## src/rtl/core/sfrl_pkg.sv

```systemverilog
// Shared types, constants and hash helpers for the sketch rate limiter.
package sfrl_pkg;
    localparam int ROWS = 3;
    localparam int BUCKETS_PER_ROW = 1024;
    localparam int ROW_W = (ROWS > 1) ? $clog2(ROWS) : 1;
    localparam int SLOT_W = $clog2(BUCKETS_PER_ROW);
    localparam int ADDR_W = $clog2(ROWS * BUCKETS_PER_ROW);
    localparam int DEPTH = ROWS * BUCKETS_PER_ROW;
    localparam int BKT_W = 50;
    localparam int CLK_W = 48;
    localparam int Q_DEPTH = 2;

    localparam logic [1:0] REG_BURST = 2'd0;
    localparam logic [1:0] REG_RATE  = 2'd1;
    localparam logic [1:0] REG_SEED  = 2'd2;

    typedef struct packed {
        logic [ROWS-1:0][SLOT_W-1:0] slot;
        logic [15:0]                 size;
        logic [CLK_W-1:0]            clk;
    } t_job;

    function automatic logic [31:0] rotl(input logic [31:0] v, input int r);
        rotl = (v << r) | (v >> (32 - r));
    endfunction
endpackage

```

## src/rtl/core/sfrl_queue.sv

```systemverilog
// Short job queue between front and back ends.
module sfrl_queue
    import sfrl_pkg::*;
(
    input  logic i_clk,
    input  logic i_rst_n,
    input  logic i_push,
    input  t_job i_job,
    output logic o_full,
    input  logic i_pop,
    output logic o_empty,
    output t_job o_job
);
    t_job r_mem [Q_DEPTH];
    logic r_wp, r_rp;
    logic [1:0] r_cnt;
    assign o_full = (r_cnt == 2'(Q_DEPTH));
    assign o_empty = (r_cnt == 2'd0);
    assign o_job = r_mem[r_rp];
    always_ff @(posedge i_clk) begin
        if (!i_rst_n) begin
            r_wp <= 1'b0;
            r_rp <= 1'b0;
            r_cnt <= 2'd0;
        end else begin
            if (i_push) r_wp <= ~r_wp;
            if (i_pop) r_rp <= ~r_rp;
            r_cnt <= r_cnt + 2'(i_push) - 2'(i_pop);
        end
        if (i_push) r_mem[r_wp] <= i_job;
    end
endmodule

```

## config.mk

```make
export PLATFORM = sky130hd
export DESIGN_NAME = sfrl_queue
export DESIGN_NICKNAME = d
export VERILOG_FILES = /design/src/rtl/core/sfrl_pkg.sv /design/src/rtl/core/sfrl_queue.sv
export SDC_FILE = /design/constraint.sdc
export NUM_CORES = 1
export LEC_CHECK = 0
export ABC_AREA = 1
export BUFFER_PORTS_ARGS = -buffer_cell sky130_fd_sc_hd__buf_2
export CORE_UTILIZATION = 23
export CTS_CLUSTER_DIAMETER = 150
export DETAILED_ROUTE_END_ITERATION = 12
export HOLD_SLACK_MARGIN = 0.02
export MAX_ROUTING_LAYER = met4
export PLACE_DENSITY = 0.46
export SYNTH_ARGS = -nofsm -noshare
export SYNTH_HDL_FRONTEND = slang
export SYNTH_SLANG_ARGS = --single-unit
```

## constraint.sdc

```tcl
create_clock -name i_clk -period 14.55 [get_ports i_clk]
set_clock_uncertainty 0.05 [all_clocks]
set_input_delay 0 -clock i_clk [delete_from_list [all_inputs] [get_ports i_clk]]
set_output_delay 0 -clock i_clk [all_outputs]
set_load 0.05 [all_outputs]
```

* Yosys cells after proc, flatten, opt, wreduce, memory -nomap -nowiden *
Memories as Yosys holds them, arrays and structs flattened. A register that Yosys moved wholly into a read port is not among the register bits.
Index checks and enable logic that the tools add are counted.
Widths: inputs -> output; s select.

operators by class
  bitwise operators = 2
  eq/ne operators = 1
  add/subtract/negate cells = 2
  reduce and logical (&&, ||, !) cells = 1
  mux-type cells = 4

operator list
  operator            number
  $mux 1              4
  $add 2x1->2         1
  $eq 2x2->1 const B  1
  $logic_not 2->1     1
  $not 1->1           2
  $sub 2x1->2         1

word-level totals
  register bits = 4
  memories = 1
  memory bits (writable) = 188

memories
  name   depth  width  read ports  clocked after memory_dff  write ports  RTL line          text
  r_mem  2      94     1           1                         1            sfrl_queue.sv:14  t_job r_mem [Q_DEPTH];

* Depth between registers and ports, before layout *
  depth in word-level cells = 3
  mapped depth = 9
  mapped depth without buffers = 9

* Worst setup path before layout *
Ideal clock, no wire load.

  kind = register -> register
  from = register r_wp
  to = memory r_mem[0][0] in the netlist's numbering (enable)
  library setup time = 0.550 ns
  cell stages (with the launch flop) = 2
  data arrival time = 4.230 ns
  required time = 13.950 ns
  setup slack = 9.720 ns
  path through = dfxtp_1 nor2_1

RTL lines
  item                    RTL line          text
  start, declared         sfrl_queue.sv:15  logic r_wp, r_rp;
  start signal, assigned  sfrl_queue.sv:26  if (i_push) r_wp <= ~r_wp;
  end, declared           sfrl_queue.sv:14

No word-level cell before the write port.

==> impl_metrics.ini <==
[status]
status = complete, no violations

[routing]
dr.pass1.iters = 4
wire_per_inst_um = 14.82
vias = 3963
drtIter0Drc = 169
drc = 0
avgViaCountPerCell = 3.840
drt_wl_total_mm = 15.29
ant_nets = 0

[critical_path]
worstPathRequired_ns = 14.50
slowest_stage = dfxtp_4
crit_type = flip-flop to primary output
cp_max_fo = 48
path_cells = buf_4, mux2_2, buf_2
path_delay_family = buffers and inverters
start_kind = flip-flop
slowest_delay_ns = 0.78
critical_path_arrival_ns = 2.57
critPathCaptureType = primary output
path_buf_inv = 2

[global_route]
grt-ovfl-total = 0
grt_max_degree = 54
grt_pass1_wl_mm = 23.04
grt_pass1_vias = 4318
grt.total_usage_pct = 10.20
antenna_found_initial = 0

[worst_hold_path]
hold_class = primary input to flip-flop

[cts]
tritoncts = done
clockRootBuffer = clkbuf_16
cts-hold-fix-buffers = 98
cts_buffers = 17
worstSkewPairLatency_ns = 0.42
cts_setup_buffers = 0
cts_num_sinks = 193
clk_pin_slew_worst_paths_ns = 0.08
cts_buffer_depth = 2
post_cts_resized = 0
h-tree-depth = 4

[floorplanning]
io_pins = 194
num_rows = 63
die-area_um2 = 31220
die_w_um = 176.7
die_h_um = 176.7
initial_core_util_pct = 23.56
core_um2 = 29800

[cells_and_area]
layout-area-overhead-vs-synth_pct = 42.42
layout-drive-gt1-share_pct = 50.78
ff_latch_area_um2 = 5749
fillers = 2895
nNetsFinal = 729
fin_util_pct = 33.55
multiInputGateArea_um2 = 1165
n_antenna_cell = 0
fin_cells = 1032

[synthesis]
synthesis.yosys.warnings = 0
netlist_top_cells_count = edfxtp_1, mux2_2, nor2_1, nand2_1, inv_1
yosys.area.top_type = edfxtp_1
synth-edff-count = 188
synthTopCellsByArea = edfxtp_1, mux2_2, dfxtp_1
syn_avg_cell_area_um2 = 21.60
synthCells = 325
ys_types = 12
synth_ff_type = edfxtp_1
syn-num-nets = 425
ys_ff_latch = 193
yosysMostFrequentCell = edfxtp_1
async_flop_share_pct = 0
yosysSeqAreaShare_pct = 81.85
syn_area_um2 = 7019
yosysTopAreaCellShare_pct = 80.43

[sta]
hold_violations = 0
whs_ns = 0.2338
finalCriticalPeriod_ns = 2.621
maxSlewHeadroom_pct = 49.45
setup_tns_ns = 0
worstMarginPinSlew_ns = 0.7582
fmax_ghz = 0.3815
grt_setup_unrepaired = false
period_share_pct = 18.01
setup_violations = 0
drv_slew = 0

[placed_design]
port_buffers = 193
dp.cells = 902
dp_hpwl_mm = 9.566
place_congestion = 0.7184

[pwr]
ir_worst_vdd_mv = 0.05836
power.density_nw_per_um2 = 133.3
p_leak_nw = 3.733

[run]
maxCapViolCount = 0
-- report_power, final --
| part | internal (W) | switching (W) |
|---|---|---|
| Combinational | 0.0000688 | 0.000138 |
| Sequential | 0.000643 | 0.0000107 |
| Clock | 0.000246 | 0.000226 |
| Total | 0.000958 | 0.000375 |
-- cells in the final DEF (no fill, tap or decap), types with 2 or more instances in the layout --
| cell | count |
|---|---|
| ha_1 | 2 |
| buf_4 | 4 |
| dfxtp_1 | 4 |
| nand2_1 | 8 |
| dlygate4sd3_1 | 98 |
| edfxtp_1 | 188 |
| inv_1 | 6 |
| mux2_2 | 94 |
| nor2_1 | 8 |
| inv_8 | 3 |
| buf_2 | 193 |
| inv_6 | 8 |
| clkbuf_16 | 17 |
-- through the flow --
stage                     area, um^2  total power [W]  setup WS (ns)
after floorplan                 7019        0.0008037          9.720
after global placement          8427        0.0008506          12.36
after detailed placement        8427        0.0008549          12.32
after CTS                       9997         0.001354          11.84
after global routing            9997         0.001382          11.76
final                           9997         0.001332          11.93
-- layout make-up --
cell class	instances	share of cell area (%)
clock buffer	17	4.255
clock inverter	15	1.640
inverter	7	0.2879
multi-input combinational	115	11.65
sequential	193	57.51
tap	390	4.881
timing repair buffer	295	19.77
-- metal layers --
layer  GRT usage, %  wire [um]  vias to the layer above
met1          11.17       6438                     1946
li1               -          -                     1880
met4          3.736        190                        0
met5              -          0                        -
met3          3.136        953                       12
met2          17.35       7711                      125
-- cell families (layout without fill, tap and decap cells) --
group           Yosys count  count (layout)  share of synthesized area (%)
compound gates            1               1                        0.07123
mux                      94              94                          15.08
simple gates             18              18                         0.9803
buf+inv                  17             334                          1.658
flops                   193             193                          81.85
fa+ha+maj                 2               2                         0.3564
-- path summary, 6_finish.rpt --
kind / from / to / slack [ns] / cells after the start
setup / recovery: flip-flop / o_job[13] / 11.93 / 3
hold reg to reg: r_rp / r_rp / 0.46 / 2
setup reg to reg: r_wp / r_mem[1][5] / 12.37 / 3
hold / removal: i_job[22] / r_mem[0][22] / 0.23 / 2
-- registers in the layout, indices dropped and copies added (netlist names), named ones only --
name	flops
r_rp	1
r_cnt	2
r_wp	1
r_mem	188
No activity file was read; power rests on OpenSTA's default activity.
